`src/design/utg_pkg.sv`:
```
// shared types and constants of the utf8 to gbk converter
package utg_pkg;

  localparam int TABLE_DEPTH_DEF = 8192;

  localparam int ENTRY_COUNT_W = 14;
  localparam int LIMIT_W       = 16;
  localparam int INDEX_W       = 13;
  localparam int CODE_W        = 16;
  localparam int BYTE_W        = 8;
  localparam int KIND_W        = 2;
  localparam int ENTRY_W       = 2 * CODE_W;
  localparam int PADDR_W       = 3;
  localparam int PDATA_W       = 32;

  localparam logic [LIMIT_W-1:0] OUTPUT_LIMIT_RST = 16'hFFFF;

  // register index, taken from paddr bit 2
  localparam logic REG_ENTRY_COUNT  = 1'b0;
  localparam logic REG_OUTPUT_LIMIT = 1'b1;

  localparam logic CMD_LOAD = 1'b0;
  localparam logic CMD_DATA = 1'b1;

  localparam logic [KIND_W-1:0] KIND_DATA  = 2'd0;
  localparam logic [KIND_W-1:0] KIND_DONE  = 2'd1;
  localparam logic [KIND_W-1:0] KIND_ILSEQ = 2'd2;
  localparam logic [KIND_W-1:0] KIND_FULL  = 2'd3;

  localparam logic [BYTE_W-1:0] ASCII_LIMIT = 8'h80;
  localparam logic [BYTE_W-1:0] MASK_E0     = 8'hE0;
  localparam logic [BYTE_W-1:0] MASK_F0     = 8'hF0;
  localparam logic [BYTE_W-1:0] LEAD2_CODE  = 8'hC0;
  localparam logic [BYTE_W-1:0] LEAD3_CODE  = 8'hE0;
  localparam logic [BYTE_W-1:0] CONT_MASK   = 8'hC0;
  localparam logic [BYTE_W-1:0] CONT_CODE   = 8'h80;
  localparam logic [BYTE_W-1:0] SUBST_BYTE  = 8'h3F;

  typedef struct packed {
    logic [ENTRY_COUNT_W-1:0] entry_count;
    logic [LIMIT_W-1:0]       output_limit;
  } cfg_t;

  typedef enum logic [2:0] {
    ST_IDLE,
    ST_DECODE,
    ST_SEARCH,
    ST_ILSEQ,
    ST_EMIT,
    ST_FINISH
  } state_t;

endpackage

```
`src/design/utg_regs.sv`:
```
// apb configuration registers of the converter
module utg_regs (
  input  logic                          clk,
  input  logic                          rst,
  input  logic                          psel,
  input  logic                          penable,
  input  logic                          pwrite,
  input  logic [utg_pkg::PADDR_W-1:0]   paddr,
  input  logic [utg_pkg::PDATA_W-1:0]   pwdata,
  output logic [utg_pkg::PDATA_W-1:0]   prdata,
  output logic                          pready,
  output utg_pkg::cfg_t                 cfg
);

  logic wr_en;

  assign pready = 1'b1;
  assign wr_en  = psel && penable && pwrite && pready;

  always_ff @(posedge clk) begin
    if (rst) begin
      cfg.entry_count  <= '0;
      cfg.output_limit <= utg_pkg::OUTPUT_LIMIT_RST;
    end else if (wr_en) begin
      case (paddr[2])
        utg_pkg::REG_ENTRY_COUNT: begin
          cfg.entry_count <= pwdata[utg_pkg::ENTRY_COUNT_W-1:0];
        end
        utg_pkg::REG_OUTPUT_LIMIT: begin
          cfg.output_limit <= pwdata[utg_pkg::LIMIT_W-1:0];
        end
        default: begin
        end
      endcase
    end
  end

  always_comb begin
    case (paddr[2])
      utg_pkg::REG_ENTRY_COUNT:  prdata = utg_pkg::PDATA_W'(cfg.entry_count);
      utg_pkg::REG_OUTPUT_LIMIT: prdata = utg_pkg::PDATA_W'(cfg.output_limit);
      default:                   prdata = '0;
    endcase
  end

endmodule

```
`config.mk`:
```
export PLATFORM = sky130hd
export DESIGN_NAME = utg_regs
export DESIGN_NICKNAME = d
export VERILOG_FILES = /design/src/design/utg_pkg.sv /design/src/design/utg_regs.sv
export SDC_FILE = /design/constraint.sdc
export NUM_CORES = 1
export LEC_CHECK = 0
export BUFFER_PORTS_ARGS = -buffer_cell sky130_fd_sc_hd__clkbuf_2
export CORE_MARGIN = 4
export CORE_UTILIZATION = 42
export CTS_CLUSTER_SIZE = 10
export DETAILED_ROUTE_END_ITERATION = 16
export GPL_TIMING_DRIVEN = 0
export PLACE_DENSITY_LB_ADDON = 0.25
export SLEW_MARGIN = 30
export SYNTH_ARGS = -nofsm -noshare
export SYNTH_HDL_FRONTEND = slang
export SYNTH_SLANG_ARGS = --single-unit
```
`constraint.sdc`:
```
create_clock -name clk -period 1.1 [get_ports clk]
set_clock_uncertainty 0.05 [all_clocks]
set_input_delay 0.055 -clock clk [delete_from_list [all_inputs] [get_ports clk]]
set_output_delay 0.055 -clock clk [all_outputs]
set_load 0.05 [all_outputs]
```
# == After elaboration in Yosys (flattened, before gate mapping) ==
# Index checks and enable logic that the tools add are counted.
# op_classes
n_mul,0
div_mod_pow,0
shifts,0
eq_ne,0
n_reduce_logical,4
addsub,0
bitwise,1
order_cmp,0
muxes,1
# ops
cell,n
$pmux 32 s2,1
$reduce_and 2->1,2
$logic_and 1x1->1,2
$not 1->1,1
# totals
mem_bits_rw,0
rom_bits,0
inputBits,40
reg_bits,30
n_memories,0
latch_bits,0
word_cells,8
output_inout_bits,63

# == Logic depth before layout (Yosys ltp) ==
# logic_depth
depth_word,3
depth_mapped,5
ltp_nobuf,2

# == Worst setup path after synthesis ==
# OpenSTA, ideal clock, no wires.
# synth_timing
kind,register to output
startpoint,reg cfg[14] in the netlist's numbering
endpoint,out prdata[14] in the netlist's numbering
arrival_time_ns,1.128
t_required_ns,0.995
slack_ns,-0.133
n_path_buf,0
stages_incl_launch_ff,2
path_cell_list,dfxtp_1 -> and2_1
# synth_between
elab_chain_cells,1
# synth_rtl
element,line,rtl
from (decl),utg_regs.sv:12,output utg_pkg::cfg_t cfg
$pmux 32 s2,utg_regs.sv:39,case (paddr[2])
to (decl),utg_regs.sv:10,"output logic [utg_pkg::PDATA_W-1:0] prdata,"
# Every way passes these cells. The select of a mux whose other input is x is not followed.

# == Worst setup path in the final report ==
# layout_timing
startpoint,reg cfg[13] in the netlist's numbering
endpoint,out prdata[13] in the netlist's numbering
# The elaborated chain is that of the path after synthesis.

==> metrics.yaml <==
status: "complete, but fails checks"
violations: "setup timing"
path_buf_inv: 1
rows: 22
rsz0062_at_grt: "true"
cts_tree: "built"
power.switching_uw: 974
vias: 1527
post_drt_wl_per_cell_um: 13.4
io_pins: 103
p_leak_nw: 1.24
cp_top_family: "flip-flops"
gr-total-overflow: 0
post-route-period-util_pct: 105
drc: 0
synth_area_leaders: "dfxtp_1 (37%), mux2i_1 (19%), nand2b_1 (11%)"
syn_area_sq_um: 1610
place_worst_setup_slack_ps: -69.8
htreeDepth: 2
peakVddDrop_mv: 0.913
hpwl_mm: 2.85
top_register: "cfg"
synth_edf_count: 0
clk_pin_slew_worst_paths_ps: 60
power_density_nw_per_um2: 1080
slew_violations: 0
relSlewSlack_pct: 61.9
drive_gt1_share_pct: 55.2
worstSetupEndpointType: "primary output"
fp.dieH_um: 70.0
synth_top_area_share_pct: 37.2
synthArstFlopShare_pct: 0
ys_ff_latch: 30
cp_slowest_cell: "dfxtp_2"
largest_reg_flops: 30
port_buffers: 65
maxCapViolCount: 0
clockBufferDepth: 2
vias_per_cell: 4.40
worst_slack_ps: -60.3
worstPathArrival_ps: 1060
cts_sinks: 30
seqPwrFrac_pct: 38.2
sw_frac_of_total_pct: 32.9
drt_iter0_markers: 86
worstPathMaxFanout: 3
num-fill-cells: 263
setup_viol: 14
final_antenna_net_count: 0
place_congestion: 0.716
critPathKind: "reg -> out"
antenna_found_initial: 0
yosysMostFrequentCell: "nor2_1"
core_sq_um: 3690
grt_use_total_pct: 19.9
cts_buffers: 5
syn2layout_area_growth_pct: 70.0
p_clk_share_pct: 31.0
ys_warn_count: 0
start_util_pct: 43.7
max_freq_mhz: 862
min_period_ps: 1160
die_w_um: 70.0
synth_ff_type: "dfxtp_1"
grt_pass1_wl_mm: 7.61
hold_viol: 0
grt_max_degree: 11
combPwrFrac_pct: 30.8
post_synth.cell_area_avg_sq_um: 9.49
diodes: 0
path_cells: "mux2_4, clkbuf_16"
dr.pass1.iters: 4
required_ps: 1000
root_buffer: "clkbuf_8"
grt_pass1_vias: 1553
ys_top_cells_by_count: "nor2_1 (32), dfxtp_1 (30), mux2i_1 (30)"
tightest_slew_ps: 572
dieArea_sq_um: 4900
clk-insertion-delay-late_ps: 280
synth_top_cell_by_area: "dfxtp_1"
internal_power_mw: 1.98
startpoint_type: "flip-flop"
finalWirelength_mm: 4.65
yosysSeqAreaShare_pct: 37.2
final_nets: 338
top_regs: "cfg (30)"
synthCells: 170
ys_types: 14
hold_path_class: "in -> reg"
final_util_pct: 74.3
cpPeakStageDelay_ps: 330
cell type report:
cell class | instances | area, sq um | share of cell area [%]
repair buffers | 106 | 871 | 31.8
multi-input cells | 125 | 862 | 31.4
flip-flops and latches | 30 | 637 | 23.2
plain buffers | 30 | 220 | 8.03
clock buffers | 7 | 86.3 | 3.15
well taps | 48 | 60.1 | 2.19
clock inverters | 1 | 5.00 | 0.183
tightest hold or removal path: stages:
cell and delay [ps]:
clkbuf_2 80, and4b_1 190, buf_6 140, mux2i_1 70
logic make-up (layout without fill, tap and decap cells):
group | Yosys count | count (layout) | share of synthesized area, %
other cells | 2 | 17 | 0.466
mux | 44 | 44 | 28.4
simple gates | 64 | 64 | 20.2
flops | 30 | 30 | 37.2
buf+inv | 30 | 144 | 13.7
repair_timing:
action                                  CTS  global route
endpoints found under the hold margin    16             0
gates resized for setup                  36            45
endpoints found under the setup margin   16            38
buffers inserted                         24             1
hold buffers                             16             0
power groups by stage:
stage | registers [mW] | logic (mW) | clock network [mW]
2_1_floorplan | 1.24 | 0.496 | 0
3_3_place_gp | 1.16 | 0.715 | 0
3_5_place_dp | 1.16 | 0.715 | 0
4_1_cts | 1.13 | 0.879 | 0.917
5_1_grt | 1.13 | 0.956 | 0.981
6_report | 1.13 | 0.911 | 0.918
metrics by stage:
stage | TNS (ps) | hold slack [ps] | std cells | total power [mW] | instance area (sq um)
2_1_floorplan | -29.9 | 153 | 185 | 1.74 | 1710
3_3_place_gp | -537 | 262 | 298 | 1.87 | 2090
3_5_place_dp | -502 | 268 | 298 | 1.87 | 2090
4_1_cts | -679 | 255 | 346 | 2.92 | 2690
5_1_grt | -1060 | 265 | 347 | 3.07 | 2740
6_report | -574 | 247 | 347 | 2.96 | 2740
layer usage:
layer	part of all wire, %	wire length [um]	GRT usage [%]	vias up
li1	-	-	-	769
met1	40	1870	22.7	686
met2	51	2390	34.9	64
met3	6.9	319	6.19	8
met4	1.8	84	6.38	0
met5	0	0	0	-
final timing paths:
kind | start | depth (start not counted) | end | slack, ps
setup / recovery | cfg[13] | 2 | prdata[13] | -60
hold reg to reg | cfg[21] | 2 | cfg[21] | 430
hold / removal | penable | 4 | cfg[25] | 250
setup reg to reg | cfg[1] | 3 | cfg[1] | 270
placed cells by master, fill, tap and decap left out, drive strengths merged:
master	count
nand2b	28
mux2i	30
buf	68
clkbuf	59
and4b	1
nor2	32
dlygate4sd3	16
conb	17
clkinv	1
dfxtp	30
and2	2
mux2	14
and4	1
(Power assumes the default switching activity.)
