### config.mk
export PLATFORM = sky130hd
export DESIGN_NAME = utg_engine
export DESIGN_NICKNAME = d
export VERILOG_FILES = /design/src/design/utg_pkg.sv /design/src/design/utg_engine.sv
export SDC_FILE = /design/constraint.sdc
export NUM_CORES = 1
export LEC_CHECK = 0
export BUFFER_PORTS_ARGS = -buffer_cell sky130_fd_sc_hd__buf_2
export CAP_MARGIN = 20
export CORE_ASPECT_RATIO = 1.1
export CORE_UTILIZATION = 30
export DETAILED_ROUTE_END_ITERATION = 10
export GPL_TIMING_DRIVEN = 1
export PLACE_DENSITY_LB_ADDON = 0.25
export SYNTH_ARGS = -nofsm -noshare
export SYNTH_HDL_FRONTEND = slang
export SYNTH_SLANG_ARGS = --single-unit
### constraint.sdc
create_clock -name clk -period 10.04 [get_ports clk]
set_clock_uncertainty 0.1 [all_clocks]
set_input_delay 2.008 -clock clk [delete_from_list [all_inputs] [get_ports clk]]
set_output_delay 2.008 -clock clk [all_outputs]
set_load 0.03 [all_outputs]
### src/design/utg_pkg.sv
// shared types and constants of the utf8 to gbk converter
package utg_pkg;

  localparam int TABLE_DEPTH_DEF = 8192;

  localparam int ENTRY_COUNT_W = 14;
  localparam int LIMIT_W       = 16;
  localparam int INDEX_W       = 13;
  localparam int CODE_W        = 16;
  localparam int BYTE_W        = 8;
  localparam int KIND_W        = 2;
  localparam int ENTRY_W       = 2 * CODE_W;
  localparam int PADDR_W       = 3;
  localparam int PDATA_W       = 32;

  localparam logic [LIMIT_W-1:0] OUTPUT_LIMIT_RST = 16'hFFFF;

  // register index, taken from paddr bit 2
  localparam logic REG_ENTRY_COUNT  = 1'b0;
  localparam logic REG_OUTPUT_LIMIT = 1'b1;

  localparam logic CMD_LOAD = 1'b0;
  localparam logic CMD_DATA = 1'b1;

  localparam logic [KIND_W-1:0] KIND_DATA  = 2'd0;
  localparam logic [KIND_W-1:0] KIND_DONE  = 2'd1;
  localparam logic [KIND_W-1:0] KIND_ILSEQ = 2'd2;
  localparam logic [KIND_W-1:0] KIND_FULL  = 2'd3;

  localparam logic [BYTE_W-1:0] ASCII_LIMIT = 8'h80;
  localparam logic [BYTE_W-1:0] MASK_E0     = 8'hE0;
  localparam logic [BYTE_W-1:0] MASK_F0     = 8'hF0;
  localparam logic [BYTE_W-1:0] LEAD2_CODE  = 8'hC0;
  localparam logic [BYTE_W-1:0] LEAD3_CODE  = 8'hE0;
  localparam logic [BYTE_W-1:0] CONT_MASK   = 8'hC0;
  localparam logic [BYTE_W-1:0] CONT_CODE   = 8'h80;
  localparam logic [BYTE_W-1:0] SUBST_BYTE  = 8'h3F;

  typedef struct packed {
    logic [ENTRY_COUNT_W-1:0] entry_count;
    logic [LIMIT_W-1:0]       output_limit;
  } cfg_t;

  typedef enum logic [2:0] {
    ST_IDLE,
    ST_DECODE,
    ST_SEARCH,
    ST_ILSEQ,
    ST_EMIT,
    ST_FINISH
  } state_t;

endpackage

### src/design/utg_engine.sv
// sequencer: utf8 window decode, table binary search and result emission
module utg_engine #(
  parameter int TABLE_DEPTH = utg_pkg::TABLE_DEPTH_DEF
) (
  input  logic                               clk,
  input  logic                               rst,
  input  utg_pkg::cfg_t                      cfg,
  input  logic                               in_valid,
  output logic                               in_stall,
  input  logic                               cmd,
  input  logic [utg_pkg::INDEX_W-1:0]        entry_index,
  input  logic [utg_pkg::CODE_W-1:0]         entry_code_point,
  input  logic [utg_pkg::CODE_W-1:0]         entry_gbk_code,
  input  logic [utg_pkg::BYTE_W-1:0]         data_byte,
  input  logic                               end_of_string,
  output logic                               out_valid,
  input  logic                               out_stall,
  output logic [utg_pkg::BYTE_W-1:0]         out_byte,
  output logic [utg_pkg::KIND_W-1:0]         result_kind,
  output logic                               last_of_run,
  output logic [utg_pkg::LIMIT_W-1:0]        bytes_written,
  output logic                               ram_we,
  output logic [$clog2(TABLE_DEPTH)-1:0]     ram_waddr,
  output logic [utg_pkg::ENTRY_W-1:0]        ram_wdata,
  output logic [$clog2(TABLE_DEPTH)-1:0]     ram_raddr,
  input  logic [utg_pkg::ENTRY_W-1:0]        ram_rdata
);

  localparam int ADDR_W = $clog2(TABLE_DEPTH);
  localparam int CNT_W  = $clog2(TABLE_DEPTH + 1);

  utg_pkg::state_t state, state_next;

  logic [7:0]         byte_q;
  logic               eos_q;
  logic [7:0]         w0, w0_next;
  logic [7:0]         w1, w1_next;
  logic [1:0]         fill, fill_next;
  logic [15:0]        out_count, out_count_next;
  logic               err, err_next;
  logic [15:0]        cp_q, cp_next;
  logic [CNT_W-1:0]   lo, lo_next;
  logic [CNT_W-1:0]   hx, hx_next;
  logic [ADDR_W-1:0]  mid, mid_next;
  logic [7:0]         eb0, eb0_next;
  logic [7:0]         eb1, eb1_next;
  logic               ecnt, ecnt_next;
  logic               eidx, eidx_next;

  logic               res_load;
  logic [7:0]         res_byte;
  logic [1:0]         res_kind;
  logic               res_last;
  logic [15:0]        res_count;

  logic               accept;
  logic               slot_free;
  logic [31:0]        idx_ext;
  logic [31:0]        cnt_ext;
  logic [CNT_W-1:0]   cnt_eff;

  // decode of the window with the new byte
  logic [7:0]         lead, b1, b2;
  logic [1:0]         need;
  logic [1:0]         fill_new;
  logic               complete;
  logic               cont_bad;
  logic               bad;
  logic [15:0]        cp_dec;
  logic               is_ascii;

  // search step
  logic [15:0]        key;
  logic               hit;
  logic [CNT_W-1:0]   mid_ext;
  logic [CNT_W-1:0]   lo_step, hx_step;
  logic               more;
  logic [CNT_W-1:0]   lo_in, hx_in;
  logic [CNT_W:0]     mid_sum;

  logic               full;

  assign accept    = in_valid && !in_stall;
  assign slot_free = !out_valid || !out_stall;
  assign in_stall  = (state != utg_pkg::ST_IDLE);

  // table loads go straight to the memory from the input port
  assign idx_ext   = 32'(entry_index);
  assign ram_we    = accept && (cmd == utg_pkg::CMD_LOAD) && (idx_ext < 32'(TABLE_DEPTH));
  assign ram_waddr = idx_ext[ADDR_W-1:0];
  assign ram_wdata = {entry_code_point, entry_gbk_code};

  assign cnt_ext = 32'(cfg.entry_count);
  assign cnt_eff = (cnt_ext > 32'(TABLE_DEPTH)) ? CNT_W'(TABLE_DEPTH) : CNT_W'(cnt_ext);

  always_comb begin
    lead     = (fill == 2'd0) ? byte_q : w0;
    b1       = (fill == 2'd1) ? byte_q : w1;
    b2       = byte_q;
    fill_new = fill + 2'd1;
    if (lead < utg_pkg::ASCII_LIMIT) begin
      need = 2'd1;
    end else if ((lead & utg_pkg::MASK_E0) == utg_pkg::LEAD2_CODE) begin
      need = 2'd2;
    end else if ((lead & utg_pkg::MASK_F0) == utg_pkg::LEAD3_CODE) begin
      need = 2'd3;
    end else begin
      need = 2'd0;
    end
    complete = (need != 2'd0) && (fill_new >= need);
    case (need)
      2'd2:    cont_bad = (b1 & utg_pkg::CONT_MASK) != utg_pkg::CONT_CODE;
      2'd3:    cont_bad = ((b1 & utg_pkg::CONT_MASK) != utg_pkg::CONT_CODE) ||
                          ((b2 & utg_pkg::CONT_MASK) != utg_pkg::CONT_CODE);
      default: cont_bad = 1'b0;
    endcase
    bad = (need == 2'd0) || (complete && cont_bad);
    case (need)
      2'd2:    cp_dec = {5'd0, lead[4:0], b1[5:0]};
      2'd3:    cp_dec = {lead[3:0], b1[5:0], b2[5:0]};
      default: cp_dec = {8'd0, lead};
    endcase
    is_ascii = cp_dec < 16'(utg_pkg::ASCII_LIMIT);
  end

  // one probe of the binary search; hx is one past the upper bound
  always_comb begin
    key     = ram_rdata[31:16];
    hit     = (key == cp_q);
    mid_ext = CNT_W'(mid);
    if (key < cp_q) begin
      lo_step = mid_ext + 1'b1;
      hx_step = hx;
    end else begin
      lo_step = lo;
      hx_step = mid_ext;
    end
    more = lo_step < hx_step;
    if (state == utg_pkg::ST_SEARCH) begin
      lo_in = lo_step;
      hx_in = hx_step;
    end else begin
      lo_in = '0;
      hx_in = cnt_eff;
    end
    mid_sum   = {1'b0, lo_in} + {1'b0, hx_in} - 1'b1;
    ram_raddr = mid_sum[ADDR_W:1];
  end

  assign full = out_count >= cfg.output_limit;

  // next state
  always_comb begin
    state_next = state;
    case (state)
      utg_pkg::ST_IDLE: begin
        if (accept && (cmd == utg_pkg::CMD_DATA)) begin
          state_next = utg_pkg::ST_DECODE;
        end
      end
      utg_pkg::ST_DECODE: begin
        if (err) begin
          state_next = utg_pkg::ST_FINISH;
        end else if (bad) begin
          state_next = utg_pkg::ST_ILSEQ;
        end else if (!complete) begin
          state_next = utg_pkg::ST_FINISH;
        end else if (is_ascii || (cnt_eff == '0)) begin
          state_next = utg_pkg::ST_EMIT;
        end else begin
          state_next = utg_pkg::ST_SEARCH;
        end
      end
      utg_pkg::ST_SEARCH: begin
        if (hit || !more) begin
          state_next = utg_pkg::ST_EMIT;
        end
      end
      utg_pkg::ST_ILSEQ: begin
        if (slot_free) begin
          state_next = utg_pkg::ST_FINISH;
        end
      end
      utg_pkg::ST_EMIT: begin
        if (slot_free && (full || (eidx == ecnt))) begin
          state_next = utg_pkg::ST_FINISH;
        end
      end
      utg_pkg::ST_FINISH: begin
        if (!eos_q || err || slot_free) begin
          state_next = utg_pkg::ST_IDLE;
        end
      end
      default: state_next = utg_pkg::ST_IDLE;
    endcase
  end

  // datapath and result selection
  always_comb begin
    w0_next        = w0;
    w1_next        = w1;
    fill_next      = fill;
    out_count_next = out_count;
    err_next       = err;
    cp_next        = cp_q;
    lo_next        = lo;
    hx_next        = hx;
    mid_next       = mid;
    eb0_next       = eb0;
    eb1_next       = eb1;
    ecnt_next      = ecnt;
    eidx_next      = eidx;
    res_load       = 1'b0;
    res_byte       = '0;
    res_kind       = utg_pkg::KIND_DATA;
    res_last       = 1'b1;
    res_count      = out_count;
    case (state)
      utg_pkg::ST_DECODE: begin
        if (!err) begin
          if (bad || complete) begin
            fill_next = '0;
          end else begin
            fill_next = fill_new;
            if (fill == 2'd0) begin
              w0_next = byte_q;
            end else begin
              w1_next = byte_q;
            end
          end
          cp_next   = cp_dec;
          lo_next   = lo_in;
          hx_next   = hx_in;
          mid_next  = ram_raddr;
          eidx_next = 1'b0;
          ecnt_next = 1'b0;
          eb0_next  = is_ascii ? cp_dec[7:0] : utg_pkg::SUBST_BYTE;
        end
      end
      utg_pkg::ST_SEARCH: begin
        lo_next  = lo_step;
        hx_next  = hx_step;
        mid_next = ram_raddr;
        if (hit) begin
          eb0_next  = ram_rdata[15:8];
          eb1_next  = ram_rdata[7:0];
          ecnt_next = 1'b1;
        end else begin
          eb0_next  = utg_pkg::SUBST_BYTE;
          ecnt_next = 1'b0;
        end
      end
      utg_pkg::ST_ILSEQ: begin
        if (slot_free) begin
          res_load = 1'b1;
          res_kind = utg_pkg::KIND_ILSEQ;
          err_next = 1'b1;
        end
      end
      utg_pkg::ST_EMIT: begin
        if (slot_free) begin
          res_load = 1'b1;
          if (full) begin
            // overflow cuts the rest of this character
            res_kind = utg_pkg::KIND_FULL;
            err_next = 1'b1;
          end else begin
            out_count_next = out_count + 16'd1;
            res_count      = out_count + 16'd1;
            res_byte       = eidx ? eb1 : eb0;
            res_last       = (eidx == ecnt) && !eos_q;
            eidx_next      = 1'b1;
          end
        end
      end
      utg_pkg::ST_FINISH: begin
        if (eos_q) begin
          if (!err) begin
            res_load = slot_free;
            res_kind = utg_pkg::KIND_DONE;
          end
          if (err || slot_free) begin
            w0_next        = '0;
            w1_next        = '0;
            fill_next      = '0;
            out_count_next = '0;
            err_next       = 1'b0;
          end
        end
      end
      default: begin
      end
    endcase
  end

  always_ff @(posedge clk) begin
    if (rst) begin
      state     <= utg_pkg::ST_IDLE;
      w0        <= '0;
      w1        <= '0;
      fill      <= '0;
      out_count <= '0;
      err       <= 1'b0;
      out_valid <= 1'b0;
    end else begin
      state     <= state_next;
      w0        <= w0_next;
      w1        <= w1_next;
      fill      <= fill_next;
      out_count <= out_count_next;
      err       <= err_next;
      if (res_load) begin
        out_valid <= 1'b1;
      end else if (!out_stall) begin
        out_valid <= 1'b0;
      end
    end
  end

  always_ff @(posedge clk) begin
    if (accept) begin
      byte_q <= data_byte;
      eos_q  <= end_of_string;
    end
    cp_q <= cp_next;
    lo   <= lo_next;
    hx   <= hx_next;
    mid  <= mid_next;
    eb0  <= eb0_next;
    eb1  <= eb1_next;
    ecnt <= ecnt_next;
    eidx <= eidx_next;
    if (res_load) begin
      out_byte      <= res_byte;
      result_kind   <= res_kind;
      last_of_run   <= res_last;
      bytes_written <= res_count;
    end
  end

endmodule

==> Yosys cells after proc, flatten, opt, wreduce, memory -nomap -nowiden <==
Cells that the tools add are included.
{ "word_totals": {"reg_bits": 150, "latchBits": 0, "mem_bits_rw": 0, "mem_bits_ro": 0, "input_bits": 121, "output_inout_bits": 88, "elab_cells": 189, "mem_count": 0} }
{ "op_classes": {"addsub": 5, "mul": 0, "div_mod_pow": 0, "n_lt_le_gt_ge": 8, "n_eq_ne": 28, "n_shift": 0, "muxes": 77, "n_bitwise": 4, "reduce_logical": 46} }
{ "op_table": {"columns": ["op", "count"], "rows": [
  ["$mux W8", 13],
  ["$mux W14", 7],
  ["$mux W16", 5],
  ["$pmux W16 S2", 2],
  ["$pmux W14 S2", 2],
  ["$pmux W8 S2", 3],
  ["$ne A2 B2 Y1 const B", 14],
  ["$mux W3", 9],
  ["$pmux W13 S2", 1],
  ["$mux W2", 10],
  ["$pmux W3 S6", 1],
  ["$add A16 B1 Y16 const B", 1],
  ["$eq A16 B16 Y1", 1],
  ["$ge A16 B16 Y1", 1],
  ["$lt A16 B16 Y1", 1],
  ["$lt A16 B8 Y1 const B", 1],
  ["$mux W1", 16],
  ["$add A13 B1 Y14 const B", 1],
  ["$add A14 B14 Y14", 1],
  ["$gt A14 B14 Y1 const B", 1],
  ["$logic_not A14 Y1", 1],
  ["$lt A13 B14 Y1 const B", 1],
  ["$lt A14 B14 Y1", 1],
  ["$sub A14 B1 Y14 const B", 1],
  ["31 further kinds", 73]
]} }

==> Depth between registers and ports, before layout <==
Gate-level depths: netlist (run 1).
{ "depth": {"word_depth": 15, "mapped_depth": 22, "mapped_depth_nobuf": 20} }

==> Least setup slack after synthesis (run 1) <==
No wires, ideal clock.
{ "synth_timing": {"path_type": "input -> output", "startpoint": "input port ram_rdata[30] in the netlist's numbering", "endpoint": "output port ram_raddr[12]", "arrival_ps": 6393, "required_ps": 7932, "slack_ps": 1539, "cell_stages": 20, "n_path_buf": 2, "cell_sequence": "ha_1 a21oi_1 nand2_1 a221o_1 or3_1 clkbuf_1 buf_2 mux2i_1 o21a_1 ha_1 inv_1 ha_1 fa_1 a21o_1 a21oi_1 nor2b_1 nor4_1 o31ai_1 o41ai_1 xor2_1"} }
{ "synth_between": {"elab_chain_len": 5, "elab_cells_between_ends": 7, "classes_between": "add/sub (2); order compare (1); mux (4)"} }
{ "synth_lines": {"columns": ["element", "line_no", "source"], "rows": [
  ["start, declared", "utg_engine.sv:26", "input logic [utg_pkg::ENTRY_W-1:0] ram_rdata"],
  ["$lt A16 B16 Y1 *", "utg_engine.sv:131", "if (key < cp_q) begin"],
  ["$mux W14", "utg_engine.sv:131", null],
  ["$mux W14", "utg_engine.sv:139", "if (state == utg_pkg::ST_SEARCH) begin"],
  ["$add A14 B14 Y14 *", "utg_engine.sv:146", "mid_sum = {1'b0, lo_in} + {1'b0, hx_in} - 1'b1;"],
  ["$sub A14 B1 Y14 *", "utg_engine.sv:146", null],
  ["end, declared", "utg_engine.sv:25", "output logic [$clog2(TABLE_DEPTH)-1:0] ram_raddr,"]
]} }
Every way passes the cells marked *; elsewhere a longest branch is shown, timed or not.

==> Worst setup path after layout (run 1) <==
Same ends and word-level chain as after synthesis.

==> results of run 1 <==
==> routing by layer <==
layer,vias to the layer above,global-route usage (%),share of wire [%]
met2,138,24.9,49
met4,0,5.49,1.8
met3,24,2.66,3.4
li1,3605,-,-
met5,-,0,0
met1,3413,18.7,46
==> registers in the layout (all words and copies together) (netlist names), 2 cells and up <==
| name | count |
|---|---|
| out_count | 16 |
| fill | 2 |
| w0 | 8 |
| b2 | 8 |
| eb0 | 8 |
| w1 | 8 |
| out_byte | 8 |
| result_kind | 2 |
| mid | 13 |
| lo | 14 |
| eb1 | 8 |
| state | 3 |
| hx | 14 |
| cp_q | 16 |
| bytes_written | 16 |
==> critical path: cells and delay by family <==
family | cells | cell delay (ns)
mux | 1 | 0.23
buf+inv | 3 | 0.37
compound gates | 7 | 1.69
xor+xnor | 1 | 0.23
fa+ha+maj | 4 | 1.23
simple gates | 4 | 1.16
==> path summary, 6_finish.rpt <==
| path | slack, ns | from | to | depth (start not counted) |
|---|---|---|---|---|
| setup / recovery | 0.99 | ram_rdata[30] | ram_raddr[12] | 20 |
| hold / removal | 0.35 | w1[3] | w1[3] | 2 |
| setup reg to reg | 4.79 | cp_q[1] | mid[12] | 19 |
| hold reg to reg | 0.35 | w1[3] | w1[3] | 2 |
==> per-stage QoR <==
stage / std cells / area (um2)
finish: 1468 / 10800
CTS: 1467 / 10700
floorplan: 973 / 9440
detailed placement: 1435 / 10200
global placement: 1435 / 10200
global route: 1468 / 10800
==> area by class of cell <==
cell class	instances	share of cell area, %
Tap cell	414	4.82
Sequential cell	150	38.3
Clock buffer	18	3.99
Multi-Input combinational cell	644	41.7
Inverter	98	3.42
Clock inverter	14	1.30
Timing Repair Buffer	130	6.52
==> cells by family after synthesis <==
family / synth area share [%]
xor+xnor: 3.80
flops: 43.6
mux: 4.52
buf+inv: 9.07
fa+ha+maj: 10.2
simple gates: 15.0
compound gates: 13.9
==> layout by cell type, fill, tap and decap left out, types with 7 or more instances in the layout <==
| master | instances |
|---|---|
| sky130_fd_sc_hd__and3_1 | 11 |
| sky130_fd_sc_hd__nand4_1 | 17 |
| sky130_fd_sc_hd__xor2_1 | 20 |
| sky130_fd_sc_hd__a21oi_1 | 52 |
| sky130_fd_sc_hd__nand2_1 | 75 |
| sky130_fd_sc_hd__o21a_1 | 18 |
| sky130_fd_sc_hd__dfxtp_1 | 39 |
| sky130_fd_sc_hd__nor4_1 | 7 |
| sky130_fd_sc_hd__ha_1 | 75 |
| sky130_fd_sc_hd__mux2i_1 | 31 |
| sky130_fd_sc_hd__o211ai_1 | 7 |
| sky130_fd_sc_hd__clkbuf_16 | 17 |
| sky130_fd_sc_hd__or3_1 | 7 |
| sky130_fd_sc_hd__mux2_2 | 9 |
| sky130_fd_sc_hd__o22ai_1 | 7 |
| sky130_fd_sc_hd__nand3_1 | 37 |
| sky130_fd_sc_hd__inv_1 | 97 |
| sky130_fd_sc_hd__edfxtp_1 | 111 |
| sky130_fd_sc_hd__xnor2_1 | 21 |
| sky130_fd_sc_hd__and2_1 | 22 |
| sky130_fd_sc_hd__o21ai_0 | 33 |
| sky130_fd_sc_hd__a31oi_1 | 17 |
| sky130_fd_sc_hd__buf_2 | 118 |
| sky130_fd_sc_hd__o41ai_1 | 8 |
| sky130_fd_sc_hd__buf_4 | 11 |
| sky130_fd_sc_hd__nor3_1 | 19 |
| sky130_fd_sc_hd__nor2_1 | 65 |
| sky130_fd_sc_hd__a21o_1 | 8 |
==> power breakdown <==
group          leakage, uW  internal [uW]  switching [uW]  total [uW]
Sequential         0.00135            955             116        1070
Combinational      0.00286            575            1090        1660
Clock             0.000274            349             283         632
Total              0.00448           1880            1490        3370
==> impl_summary.log, run 1 <==
[metrics] data required time at the worst endpoint: 7.93 ns
[metrics] total power per unit cell area: 313 nW/um2
[metrics] total area of multi-input combinational cells: 4480 um2
[metrics] Vias per Instance: 4.89
[metrics] most used standard cells in the synthesized netlist: 111 x sky130_fd_sc_hd__edfxtp_1, 97 x sky130_fd_sc_hd__inv_1, 76 x sky130_fd_sc_hd__nand2_1, 75 x sky130_fd_sc_hd__ha_1, 65 x sky130_fd_sc_hd__nor2_1
[metrics] fraction of synthesized cell area taken by the top area cell type: 35.3%
[metrics] Total Die Area: 32,200 um2
[metrics] Highest Clock Rate: 0.110 GHz
[metrics] remaining global-route overflow: 0
[metrics] sum of negative setup slack: 0 ns
[metrics] TritonCTS clock tree: built
[metrics] clock root buffer: sky130_fd_sc_hd__clkbuf_16
[metrics] most used cell along the critical path: sky130_fd_sc_hd__ha_1
[metrics] netlist area before placement: 9440 um2
[metrics] Tightest Pin Transition: 1.08 ns
[metrics] H-tree levels: 4
[metrics] kind of start point of the critical path: primary input
[metrics] Peak VDD IR: 0.000254 V
[metrics] Top Ports: 209
[metrics] post-route antenna net violation count: 0
[metrics] delay contributed by the slowest stage of the critical path: 0.61 ns
[metrics] effective utilization at floorplan: 30.8%
[metrics] number of different library cells in the post-synthesis netlist: 68
[metrics] setup ws final: 0.989 ns
[metrics] post-synthesis net count: 1,170
[metrics] Chip Width: 171 um
[metrics] final-report setup violation count: 0
[metrics] Hold Fails Final Rpt: 0
[metrics] Die Y: 188 um
[metrics] number of fillers in the final layout: 3,181
[metrics] final critical-path required period: 9.05 ns
[metrics] Core Region: 30,700 um2
[metrics] Total Wirelength: 23,300 um
[metrics] Tightest Hold Check Type: reg -> reg
[metrics] number of hold buffers added after cts: 0
[metrics] number of DRC markers after the initial detailed-route iteration: 401
[metrics] Placer Congestion: 0.842
[metrics] count of maximum capacitance violations: 0
[metrics] critical-path maximum fanout: 14
[metrics] DRC violation count after routing: 0
[metrics] count of final max-slew check failures: 0
[metrics] relative max-transition margin: 27.8%
[metrics] area used by sequential logic in the layout: 4110 um2
[metrics] number of cells produced by synthesis: 973
[metrics] async set-or-reset flop fraction in the synthesized netlist: 0%
[metrics] number of post-CTS setup repair buffers: 0
[metrics] worst path cell trace: buf_2, ha_1, a21oi_1, nand2_1, a221o_1, or3_1, mux2i_1, o21a_1, ha_1, inv_1, ha_1, fa_1, a21o_1, a21oi_1, nor2b_1, nor4_1, o31ai_1, o41ai_1, xor2_1, buf_2
[metrics] share of cells above drive strength 1: 17.4%
[metrics] number of register bits inferred by synthesis: 150
[metrics] cell leakage power: 0.00448 uW
[metrics] sequential share of the synthesized area: 43.6%
[metrics] final hold slack: 0.350 ns
[metrics] wire length of the first global-routing pass: 36,900 um
[metrics] period utilization: 90.2%
[metrics] # resized after CTS: 0
[metrics] dominant cell by count in the synthesized netlist: sky130_fd_sc_hd__edfxtp_1
[metrics] clock input transition at the sequential cells of the worst setup and hold paths: 0.06 ns
[metrics] number of buffers inserted during clock tree synthesis: 17
[metrics] pin count of the biggest net entering global routing: 50
[metrics] top cells by area, synth: sky130_fd_sc_hd__edfxtp_1 35%, sky130_fd_sc_hd__ha_1 9.9%, sky130_fd_sc_hd__dfxtp_1 8.3%
[metrics] Yosys Warn Count: 0
[metrics] DP HPWL: 17,400 um
[metrics] top cell type by total area after synthesis: sky130_fd_sc_hd__edfxtp_1
[metrics] post-layout total power: 3370 uW
[metrics] setup repair after global routing missed its margin: no
[metrics] fin nets: 1,238
[metrics] number of detailed-routing iterations run before antenna repair: 5
[metrics] Port-buffer cells: 118
[metrics] clk_lat worst skew: 0.43 ns
[metrics] utilization of the core after routing: 35.0%
[metrics] area grow syn2layout: 13.9%
[metrics] status: finished, final reports clean
[metrics] mean post-synth cell area: 9.70 um2
[metrics] routed via count: 7,180
[metrics] number of antenna violations at the first check in global routing: 0
[metrics] sink count of the clock tree: 150
[metrics] Longest Clk Path Bufs: 2
[metrics] number of flops mapped to enable cells by yosys: 111
[metrics] dominant synthesized flop cell: sky130_fd_sc_hd__edfxtp_1
[metrics] Max stage delay cell, worst path: sky130_fd_sc_hd__or3_1
[metrics] overall track demand over capacity in global routing: 14.8%
[metrics] category of the worst setup path capture point: primary output
[metrics] number of global-route vias before repair: 6,967
[metrics] Inserted Diodes: 0
[metrics] minimum setup slack after placement: 0.950 ns
[metrics] number of standard-cell rows in the floorplan: 67
[metrics] average routed wire per standard cell: 15.8 um
[metrics] crit path kind: in -> out
[metrics] Arrival @ worst endpoint: 6.94 ns
Note: power is estimated with default switching activity, not from simulation.
==> run 2: changes to the inputs <==
CORE_UTILIZATION = 60   (was 30)
==> run 2 against run 1 <==
Against the previous run:
- first-iteration DRC count grew 25%
- worst hold slack gained 0.0038 ns
- via count grew 1.6%
- final cell count shrank 15%
- die area shrank 50%
- routed wire length shrank 9.6%
- register-to-register slack lost 0.23 ns
- worst setup slack lost 0.20 ns
- sequential power is essentially flat
- critical path type unchanged
- largest power group unchanged
- highest routed layer unchanged
==> impl_summary.log, run 2 (synthesis gave the netlist of run 1 again) <==
[metrics] status: finished, final reports clean
[metrics] DRC violation count after routing: 0
[metrics] pin count of the biggest net entering global routing: 51
[metrics] Highest Clock Rate: 0.108 GHz
[metrics] share of cells above drive strength 1: 16.3%
[metrics] average routed wire per standard cell: 16.9 um
[metrics] biggest registers after layout: bytes_written x16, cp_q x16, out_count x16
[metrics] number of standard-cell rows in the floorplan: 47
[metrics] Arrival @ worst endpoint: 7.15 ns
[metrics] number of global-route vias before repair: 6,937
[metrics] clock input transition at the sequential cells of the worst setup and hold paths: 0.06 ns
[metrics] beginning of the critical path: ram_rdata[17]
[metrics] critical-path maximum fanout: 20
[metrics] launch instance of the worst register-to-register path: cp_q[1]
[metrics] number of antenna violations at the first check in global routing: 0
[metrics] post-layout total power: 3390 uW
[metrics] crit path kind: in -> out
[metrics] Tightest Hold Check Type: reg -> reg
[metrics] count of final max-slew check failures: 0
[metrics] Buf+Inv Stages, Crit Path: 3
[metrics] number of buffers inserted during clock tree synthesis: 17
[metrics] category of the worst setup path capture point: primary output
[metrics] Die Y: 134 um
[metrics] Hold Fails Final Rpt: 0
[metrics] count of maximum capacitance violations: 0
[metrics] clk_lat worst skew: 0.43 ns
[metrics] number of post-CTS setup repair buffers: 0
[metrics] number of DRC markers after the initial detailed-route iteration: 501
[metrics] utilization of the core after routing: 68.8%
[metrics] commonest non-fill, non-tap cells in the layout: 118 x sky130_fd_sc_hd__buf_2, 111 x sky130_fd_sc_hd__edfxtp_1, 97 x sky130_fd_sc_hd__inv_1, 75 x sky130_fd_sc_hd__nand2_1, 75 x sky130_fd_sc_hd__ha_1
[metrics] Port-buffer cells: 118
[metrics] wire length of the first global-routing pass: 33,500 um
[metrics] number of hold buffers added after cts: 0
[metrics] final-report setup violation count: 0
[metrics] Placer Congestion: 0.891
[metrics] fin nets: 1,230
[metrics] final hold slack: 0.354 ns
[metrics] period utilization: 92.2%
[metrics] crit-path leading delay family: compound AO/OA/AOI/OAI gates
[metrics] relative max-transition margin: 18.8%
[metrics] total power per unit cell area: 323 nW/um2
[metrics] Vias per Instance: 5.87
[metrics] Total Wirelength: 21,000 um
[metrics] Chip Width: 122 um
[metrics] sum of negative setup slack: 0 ns
[metrics] worst path cell trace: buf_2, ha_1, nor2b_1, o211ai_1, a2111oi_0, or3_1, mux2i_1, o21a_1, ha_1, inv_1, ha_1, fa_1, a21o_1, a21oi_1, nor2b_1, nor4_1, o31ai_1, o41ai_1, xor2_1, buf_2
[metrics] data required time at the worst endpoint: 7.93 ns
[metrics] Tightest Pin Transition: 1.22 ns
[metrics] delay contributed by the slowest stage of the critical path: 0.80 ns
[metrics] effective utilization at floorplan: 62.0%
[metrics] Core Region: 15,200 um2
[metrics] H-tree levels: 4
[metrics] kind of start point of the critical path: primary input
[metrics] DP HPWL: 15,200 um
[metrics] # resized after CTS: 0
[metrics] Inserted Diodes: 0
[metrics] routed via count: 7,293
[metrics] overall track demand over capacity in global routing: 26.7%
[metrics] Max stage delay cell, worst path: sky130_fd_sc_hd__or3_1
[metrics] most used cell along the critical path: sky130_fd_sc_hd__ha_1
[metrics] final critical-path required period: 9.25 ns
[metrics] Longest Clk Path Bufs: 2
[metrics] Total Die Area: 16,200 um2
[metrics] TritonCTS clock tree: built
[metrics] sink count of the clock tree: 150
[metrics] Peak VDD IR: 0.000411 V
[metrics] most common library cell in the layout ignoring fill and taps: sky130_fd_sc_hd__buf_2
[metrics] setup repair after global routing missed its margin: no
[metrics] remaining global-route overflow: 0
[metrics] hold path start: w1[1]
[metrics] Top Ports: 209
[metrics] post-route antenna net violation count: 0
[metrics] number of detailed-routing iterations run before antenna repair: 5
[metrics] clock root buffer: sky130_fd_sc_hd__clkbuf_16
[metrics] area grow syn2layout: 10.9%
[metrics] cell leakage power: 0.00447 uW
==> run 2: worst paths after layout <==
kind / to / slack [ns] / cells past startpoint
min reg2reg: w1[1] / 0.35 / 2
max reg2reg: mid[12] / 4.56 / 19
max: ram_raddr[12] / 0.79 / 20
min: w1[1] / 0.35 / 2
==> run 2: power breakdown <==
group	switching [uW]	internal, uW
Clock	244	453
Combinational	1050	559
Sequential	119	957
==> run 2: worst min-delay path, delay by kind of cell, from the launching register on <==
| kind | cells | cell delay [ns] |
|---|---|---|
| AND/OR/NAND/NOR | 1 | 0.05 |
| flip-flops | 1 | 0.31 |
| AO/OA/AOI/OAI | 1 | 0.05 |
==> run 2: stage by stage <==
step           setup slack [ns]  instance area (um2)  instances
2_1_floorplan              1.54                 9440        973
3_3_place_gp              0.959                 9830       1210
3_5_place_dp              0.790                 9830       1210
4_1_cts                   0.798                10500       1242
5_1_grt                   0.427                10500       1242
6_report                  0.786                10500       1242
==> run 2: area by class of cell <==
type	count	area, um2
clock buffers	23	468
clock inverters	9	173
fillers	1171	4760
inverters	98	368
multi-input cells	644	4480
flip-flops and latches	150	4110
well taps	196	245
repair buffers	122	621
==> run 2: per-layer routing <==
layer / wire length, um / vias up / GRT usage, %
li1: - / 3574 / -
met5: 0 / - / 0
met2: 10200 / 319 / 44.2
met1: 8680 / 3339 / 33.1
met3: 1380 / 61 / 5.01
met4: 729 / 0 / 13.5
